===== config.mk =====
export PLATFORM = sky130hd
export DESIGN_NAME = tensor_8p4c_quantize_remap_top
export DESIGN_NICKNAME = d
export VERILOG_FILES = /design/src/hw/rtl/t8p4q_pkg.sv /design/src/hw/rtl/t8p4q_quant.sv /design/src/hw/rtl/tensor_8p4c_quantize_remap_top.sv
export SDC_FILE = /design/constraint.sdc
export NUM_CORES = 1
export LEC_CHECK = 0
export BUFFER_PORTS_ARGS = -buffer_cell sky130_fd_sc_hd__buf_4
export CAP_MARGIN = 20
export CORE_ASPECT_RATIO = 1.25
export CORE_UTILIZATION = 66
export DETAILED_ROUTE_END_ITERATION = 7
export GPL_TIMING_DRIVEN = 0
export PLACE_DENSITY = 0.87
export SYNTH_ARGS = -nofsm -noshare
export SYNTH_HDL_FRONTEND = slang
export SYNTH_SLANG_ARGS = --single-unit

===== constraint.sdc =====
create_clock -name clk_i -period 9.45 [get_ports clk_i]
set_input_delay 0.4725 -clock clk_i [delete_from_list [all_inputs] [get_ports clk_i]]
set_output_delay 0.4725 -clock clk_i [all_outputs]
set_load 0.01 [all_outputs]

===== src/hw/rtl/t8p4q_pkg.sv =====
// shared types and constants for the nhwc to 8p4c remap and int8 quantizer
// no dependencies
`default_nettype none

package t8p4q_pkg;

  typedef struct packed {
    logic [1:0]  batch_index;
    logic [5:0]  row;
    logic [5:0]  column;
    logic [9:0]  channel;
    logic [31:0] value_bits;
  } in_beat_t;

  typedef struct packed {
    logic [23:0]        dest_offset;
    logic signed [7:0]  quantized;
    logic               saturated;
  } out_beat_t;

  typedef struct packed {
    logic signed [7:0] quantized;
    logic              saturated;
  } quant_res_t;

  localparam int unsigned CfgIdxW  = 8;
  localparam int unsigned CfgDataW = 32;

  localparam logic [CfgIdxW-1:0] CFG_ROW_COUNT      = 8'd0;
  localparam logic [CfgIdxW-1:0] CFG_WIDTH_GROUPS   = 8'd1;
  localparam logic [CfgIdxW-1:0] CFG_CHANNEL_GROUPS = 8'd2;
  localparam logic [CfgIdxW-1:0] CFG_SCALE_SHIFT    = 8'd3;

  localparam logic [6:0] ROW_COUNT_RST      = 7'd8;
  localparam logic [3:0] WIDTH_GROUPS_RST   = 4'd1;
  localparam logic [8:0] CHANNEL_GROUPS_RST = 9'd64;
  localparam logic [4:0] SCALE_SHIFT_RST    = 5'd7;

endpackage

`default_nettype wire


===== src/hw/rtl/t8p4q_quant.sv =====
// binary32 to int8 floor quantizer with power of two scale and saturation
// uses t8p4q_pkg
`default_nettype none

module t8p4q_quant import t8p4q_pkg::*; (
  input  wire logic [31:0] value_bits_i,
  input  wire logic [4:0]  shift_i,
  output quant_res_t       res_o
);

  logic        sign;
  logic [7:0]  expo;
  logic [22:0] mant;
  logic [23:0] sig;
  logic [8:0]  eff_exp;
  logic [7:0]  sa;
  logic [23:0] int_part;
  logic [23:0] frac_mask;
  logic        frac_nz;
  logic [7:0]  mag;

  assign sign = value_bits_i[31];
  assign expo = value_bits_i[30:23];
  assign mant = value_bits_i[22:0];
  assign sig  = {(expo != 8'd0), mant};

  // biased exponent after scaling, subnormals use exponent one
  assign eff_exp = ((expo == 8'd0) ? 9'd1 : {1'b0, expo}) + {4'd0, shift_i};
  // right shift bringing the binary point to bit zero, used only below 134
  assign sa = 8'(9'd150 - eff_exp);

  always_comb begin
    if (sa >= 8'd24) begin
      int_part  = '0;
      frac_mask = '1;
    end else begin
      int_part  = sig >> sa[4:0];
      frac_mask = ~(24'hFF_FFFF << sa[4:0]);
    end
  end

  assign frac_nz = (sig & frac_mask) != 24'd0;
  assign mag     = int_part[7:0];

  always_comb begin
    if (expo == 8'hFF && mant != 23'd0) begin
      res_o.quantized = 8'sd0;
      res_o.saturated = 1'b1;
    end else if (expo == 8'hFF || eff_exp >= 9'd134) begin
      // magnitude at least 128, minus exactly 128 still fits
      if (!sign) begin
        res_o.quantized = 8'sd127;
        res_o.saturated = 1'b1;
      end else begin
        res_o.quantized = -8'sd128;
        res_o.saturated = !(expo != 8'hFF && eff_exp == 9'd134 && mant == 23'd0);
      end
    end else if (!sign) begin
      res_o.quantized = signed'(mag);
      res_o.saturated = 1'b0;
    end else begin
      res_o.quantized = signed'(8'(8'd0 - mag - {7'd0, frac_nz}));
      res_o.saturated = 1'b0;
    end
  end

endmodule

`default_nettype wire


===== src/hw/rtl/tensor_8p4c_quantize_remap_top.sv =====
// pipeline: an accepted input beat is registered in stage one, stage two and stage three before its output beat
// throughput: one beat per cycle, every stage advances each cycle unless the output stalls
// reset: config registers return to rows 8, width groups 1, channel groups 64,
// shift 7; the pipeline is emptied, no beat is in flight after reset
// uses t8p4q_pkg and t8p4q_quant
`default_nettype none

module tensor_8p4c_quantize_remap_top import t8p4q_pkg::*; (
  input  wire logic                clk_i,
  input  wire logic                rst_ni,
  input  wire logic                cfg_valid_i,
  output logic                     cfg_ready_o,
  input  wire logic [CfgIdxW-1:0]  cfg_index_i,
  input  wire logic [CfgDataW-1:0] cfg_data_i,
  input  wire logic                in_valid_i,
  output logic                     in_stall_o,
  input  wire in_beat_t            in_data_i,
  output logic                     out_valid_o,
  input  wire logic                out_stall_i,
  output out_beat_t                out_data_o
);

  // configuration registers
  logic [6:0] row_count_q;
  logic [3:0] width_groups_q;
  logic [8:0] channel_groups_q;
  logic [4:0] scale_shift_q;

  assign cfg_ready_o = 1'b1;

  always_ff @(posedge clk_i or negedge rst_ni) begin
    if (!rst_ni) begin
      row_count_q      <= ROW_COUNT_RST;
      width_groups_q   <= WIDTH_GROUPS_RST;
      channel_groups_q <= CHANNEL_GROUPS_RST;
      scale_shift_q    <= SCALE_SHIFT_RST;
    end else if (cfg_valid_i) begin
      case (cfg_index_i)
        CFG_ROW_COUNT:      row_count_q      <= cfg_data_i[6:0];
        CFG_WIDTH_GROUPS:   width_groups_q   <= cfg_data_i[3:0];
        CFG_CHANNEL_GROUPS: channel_groups_q <= cfg_data_i[8:0];
        CFG_SCALE_SHIFT:    scale_shift_q    <= cfg_data_i[4:0];
        default: ;
      endcase
    end
  end

  // pipeline flow: each stage moves when empty or when the next one moves
  logic s1_valid_q, s2_valid_q, s3_valid_q;
  logic en1, en2, en3;

  assign en3 = !s3_valid_q || !out_stall_i;
  assign en2 = !s2_valid_q || en3;
  assign en1 = !s1_valid_q || en2;
  assign in_stall_o = !en1;

  always_ff @(posedge clk_i or negedge rst_ni) begin
    if (!rst_ni) begin
      s1_valid_q <= 1'b0;
      s2_valid_q <= 1'b0;
      s3_valid_q <= 1'b0;
    end else begin
      if (en1) s1_valid_q <= in_valid_i;
      if (en2) s2_valid_q <= s1_valid_q;
      if (en3) s3_valid_q <= s2_valid_q;
    end
  end

  // stage one: input register
  in_beat_t s1_q;

  always_ff @(posedge clk_i) begin
    if (en1 && in_valid_i) s1_q <= in_data_i;
  end

  // stage two: line size, row index within the tensor, low offset part, quantize
  logic [12:0] line_d, line_q;
  logic [9:0]  rows_d, rows_q;
  logic [17:0] lo_d, lo_q;
  quant_res_t  qres_d, qres_q;

  // line = width_groups * channel_groups, in units of 32 elements
  assign line_d = {9'd0, width_groups_q} * {4'd0, channel_groups_q};
  // batch * row_count + row, the row index counted over all batches
  assign rows_d = {8'd0, s1_q.batch_index} * {3'd0, row_count_q} + {4'd0, s1_q.row};
  // channel group * 32W + column group * 32 + pixel * 4 + channel lane
  assign lo_d = {1'b0, ({4'd0, s1_q.channel[9:2]} * {8'd0, width_groups_q}), 5'd0}
              + {10'd0, s1_q.column[5:3], 5'd0}
              + {13'd0, s1_q.column[2:0], 2'd0}
              + {16'd0, s1_q.channel[1:0]};

  t8p4q_quant u_quant (
    .value_bits_i (s1_q.value_bits),
    .shift_i      (scale_shift_q),
    .res_o        (qres_d)
  );

  always_ff @(posedge clk_i) begin
    if (en2 && s1_valid_q) begin
      line_q <= line_d;
      rows_q <= rows_d;
      lo_q   <= lo_d;
      qres_q <= qres_d;
    end
  end

  // stage three: output register, offset wraps to 24 bits
  logic [22:0] row_base;
  out_beat_t   s3_q;

  assign row_base = {13'd0, rows_q} * {10'd0, line_q};

  always_ff @(posedge clk_i) begin
    if (en3 && s2_valid_q) begin
      s3_q.dest_offset <= {row_base[18:0], 5'd0} + {6'd0, lo_q};
      s3_q.quantized   <= qres_q.quantized;
      s3_q.saturated   <= qres_q.saturated;
    end
  end

  assign out_valid_o = s3_valid_q;
  assign out_data_o  = s3_q;

endmodule

`default_nettype wire

* Word-level counts from Yosys, hierarchy flattened
Index checks and enable logic that the tools add are counted.
** Storage, ports and cells
- Register bits :: 167
- Bits of input ports :: 101
- Output and inout bits :: 36
** Cells by class
- $add $sub $neg :: 9
- Multipliers :: 4
- $lt $le $gt $ge :: 2
- Equal/unequal tests :: 6
- Shift operators :: 2
- Multiplexer cells :: 6
- Bitwise gates (word level) :: 2
- Reduce and logical (&&, ||, !) cells :: 26
** Operator list (number)
- $mux 9 :: 3
- $add 24x18->24 :: 1
- $and 24x24->24 :: 1
- $mux 24 :: 1
- $not 24->24 :: 1
- $reduce_bool 24->1 :: 1
- $shl 24x5->24 const A :: 1
- $shr 24x5->8 :: 1
- $logic_not 23->1 :: 1
- $reduce_bool 23->1 :: 1
- $mul 10x13->19 :: 1
- $add 17x8->18 :: 1
- $add 18x2->18 :: 1
- $add 18x5->18 :: 1
- $eq 8x2->1 const B :: 2
- $logic_not 8->1 :: 2
- $mux 8 :: 2
- $mul 4x9->13 :: 1
- $mul 8x4->12 :: 1
- $add 9x6->10 :: 1
- $add 8x5->9 :: 1
- $eq 9x8->1 const B :: 1
- $ge 9x8->1 const B :: 1
- $mul 2x7->9 :: 1
- other kinds (12) :: 28

* Longest topological paths before layout
- Depth after elaboration :: 12
- Gate-level depth with buffers :: 29
- Gate-level depth less buffers :: 27

* By module
A second synthesis with hierarchy kept.
** Second synthesis, totals
- Cells, all modules :: 1338
- Area, all modules :: 14426.3 µm²
** By module, submodules not included
- tensor_8p4c_quantize_remap_top :: instances 1, cells each 1014, area an instance 11987.7 µm², sequential area each 4852.2 µm²
- t8p4q_quant :: instances 1, cells each 324, area an instance 2438.6 µm², sequential area each 0.0 µm²

* Least setup slack after synthesis
No wires, ideal clock.
- Kind :: register -> register
- Start :: register rows_q[2]
- End :: register s3_q (netlist bit out_data_o[28]), data pin
- Library setup time :: 0.261 ns
- Data arrival time :: 5.794 ns
- Data required time :: 9.189 ns
- Setup slack :: 3.395 ns
- Cell stages (with the launch flop) :: 21
- Period minus slack after synthesis :: 6.055 ns
- Cell sequence :: edfxtp_1 -> clkbuf_1 -> nand2_1 -> fa_1 -> fa_1 -> fa_1 -> fa_1 -> inv_1 -> fa_1 -> ha_1 -> or4_1 -> o22ai_1 -> xnor2_1 -> ha_1 -> and3_1 -> a21oi_1 -> o21ai_0 -> o41ai_2 -> o21bai_1 -> nand3_1 -> xor2_1
** On the way
- Word-level cells in the longest chain between the ends :: 2
** RTL lines
- start, declared :: RTL line tensor_8p4c_quantize_remap_top.sv:78 : logic [9:0] rows_d, rows_q;
- start signal, assigned :: RTL line tensor_8p4c_quantize_remap_top.sv:101 : rows_q <= rows_d;
- $mul 10x13->19 :: RTL line tensor_8p4c_quantize_remap_top.sv:111 : assign row_base = {13'd0, rows_q} * {10'd0, line_q};
- $add 24x18->24 :: RTL line tensor_8p4c_quantize_remap_top.sv:115 : s3_q.dest_offset <= {row_base[18:0], 5'd0} + {6'd0, lo_q};
- end, declared :: RTL line tensor_8p4c_quantize_remap_top.sv:109 : out_beat_t s3_q;
No other way between the ends.
A chain may end at the register's enable or synchronous reset.

* Final worst setup path
Ends and elaborated chain as after synthesis.

==> out/metrics.cfg <==
[run_status]
outcome = completed

[global_routing]
antenna_found_initial = 0
overflow = 0
grt_pass1_vias = 11400
grt_pass1_wl_mm = 54.8
grtUsageTotal_pct = 31.2
grt_max_degree = 44

[route]
post_drt_via_cell_ratio = 6.02
drtAntennaViolNets = 0
drc = 0
drt_iter0_markers = 798
vias = 10800
wl_per_cell_um = 18.4
firstDrtPassIters = 8
wl_mm = 33.1

[worst_setup_path]
r2r-start = rows_q[2]
crit_path_start_kind = flop
crit_path_max_incr_delay_ns = 0.58
path_cells = clkbuf_1 > nand2_1 > fa_1 > fa_1 > fa_1 > fa_1 > inv_1 > fa_1 > ha_1 > or4_1 > o22ai_1 > xnor2_1 > ha_1 > and3_1 > a21oi_1 > o21ai_0 > o41ai_2 > o21bai_1 > nand3_1 > xor2_1
r2r_cells = 20
cp_max_fo = 10
crit_required_ns = 9.64
rr_endpoint = out_data_o[28]
rrSetupSlack_ns = 2.47
slowest_stage = o41ai_2
crit_top_cell = fa_1
worstSetupEndpointType = flop
cp_data_arrival_time_ns = 7.17
setup.worst_path.start = rows_q[2]
path_class = reg2reg

[sta]
max_freq_mhz = 143
slew_headroom_pct = 36.3
finalSetupViolCount = 0
slew_violations = 0
worst_hold_slack_ns = 0.197
worst_pin_slew_ns = 0.948
clock_skew_ns = 0.0151
period_share_pct = 73.9
fin_ws_ns = 2.47
fin_tns_setup_ns = 0
fin_crit_ns = 6.98
finalHoldViolations = 0
rsz0062_at_grt = no

[worst_hold_path]
hold_class = in2reg
min_from = in_data_i[37]
holdPathEnd = s1_q[37]
holdPathStages = 1

[power_and_ir_drop]
p_leak_nw = 7.43
powerDensity_nw_per_um2 = 235
peakVddDrop_mv = 0.421
p_total_mw = 3.83

[die]
dieHeight_um = 167
row_count = 60
num_io_pins = 137
core_area_um2 = 21500
dieArea_um2 = 22400
initial_utilization_pct = 67.1
die_x_um = 134

[clock_network]
h-tree-depth = 4
cts-root-buf = clkbuf_16
tritoncts = done
clock_latency_ns = 0.45
clock_sinks = 166
clk_pin_slew_ns = 0.08
cts_buffer_depth = 2
cts_buffers = 17

[place]
dp_hpwl_mm = 25.2
io_buffers = 112
gp_congestion = 0.909
dpl-instance-area_um2 = 15700
dp.cells = 1763
place_ws_ns = 2.56

[synthesis]
syn_inst = 1369
synth_edf_count = 138
ys_types = 89
synth_ff_type = edfxtp_1
syn_area_per_cell_um2 = 10.5
synth_area_um2 = 14400
yosys.area.top_type_share_pct = 28.8
post-synth-top-area-cell = edfxtp_1
synth_warnings = 0
ys_async_sr_fraction_pct = 16.9
synth_most_common_cell = inv_1
ys_ff_latch = 166
netlist_top_cells_count = inv_1 (179), nand2_1 (139), edfxtp_1 (138)
syn_nets = 1702
seq_area_frac_synth_pct = 33.7
ys_top_cells_by_area = edfxtp_1 (29%), fa_1 (15%), ha_1 (11%)

[finish]
final_util_pct = 75.8
layout.cells.non_filler = 1796
area_growth_pct = 13.0
nNetsFinal = 1837
finalInstanceArea_um2 = 16300
layout-drive-gt1-share_pct = 15.7
n_antenna_cell = 0

[run]
drv_cap = 0

## kinds of logic after synthesis
group	Yosys count	share of synthesized area, %
other cells	1	0.0260
fa+ha+maj	232	25.7
mux	55	5.20
compound gates	207	9.93
xor+xnor	73	4.57
simple gates	413	14.8
buf+inv	222	6.06
flops	166	33.7
## critical path, delay by kind of cell, from the launching register on
| family | cells | cell delay, ns |
|---|---|---|
| adders and majority gates | 7 | 3.08 |
| DFF | 1 | 0.43 |
| and+or+nand+nor | 4 | 1.04 |
| xor gates and xnor gates | 2 | 0.35 |
| buffers and inverters | 2 | 0.47 |
| AOI/OAI and AO/OA | 5 | 1.35 |
## power by group
part	internal, mW	total [mW]	switching (mW)	leakage, nW
logic	0.899	2.07	1.17	5.43
registers	0.976	1.04	0.0603	1.70
clock network	0.380	0.722	0.342	0.294
total	2.26	3.83	1.57	7.43
## final cells by class
type,instances,area (µm²)
Buffer,42,198
Inverter,180,676
Timing Repair Buffer,116,911
Fill cell,1456,5190
Multi-Input combinational cell,981,8700
Sequential cell,166,4850
Clock inverter,15,175
Clock buffer,17,425
Tap cell,279,349
## cell usage in the layout (no fill, tap or decap), drive strengths merged, types with 21 or more instances in the layout
master  count
inv       189
buf       127
o21ai      31
ha        125
nor2       50
xnor2      50
nand2     139
xor2       23
clkbuf     47
a21oi      59
nand3      21
dfrtp      22
fa        107
edfxtp    138
mux2       29
and2      107
## how the worst max path moves through the flow
stage / endpoint / cells after the start
6_report: out_data_o[28] / 20
5_1_grt: qres_q[8] / 29
4_1_cts: out_data_o[28] / 23
3_5_place_dp: out_data_o[28] / 23
3_3_place_gp: qres_q[8] / 28
2_1_floorplan: out_data_o[28] / 20
## state kept, by name (all words and copies together) (netlist names), 4 cells and up
| register | count |
|---|---|
| width_groups_q | 4 |
| line_q | 13 |
| s1_q | 56 |
| scale_shift_q | 5 |
| channel_groups_q | 9 |
| out_data_o | 33 |
| lo_q | 18 |
| qres_q | 9 |
| row_count_q | 7 |
| rows_q | 9 |
## per-layer routing
metal  share of wire (%)  track usage [%]  vias to the layer above
li1                    -                -                     4962
met4                 2.8             11.8                        0
met3                 5.1             3.84                       89
met2                  53             56.9                      428
met5                   0                0                        -
met1                  39             37.4                     5329
## timing repair
action / CTS / global route
gates resized for setup: 0 / 0
hold buffers: 1 / 0
hold endpoints to repair: 22 / 0
setup buffers: 0 / 0
No activity file was read; power rests on OpenSTA's default activity.
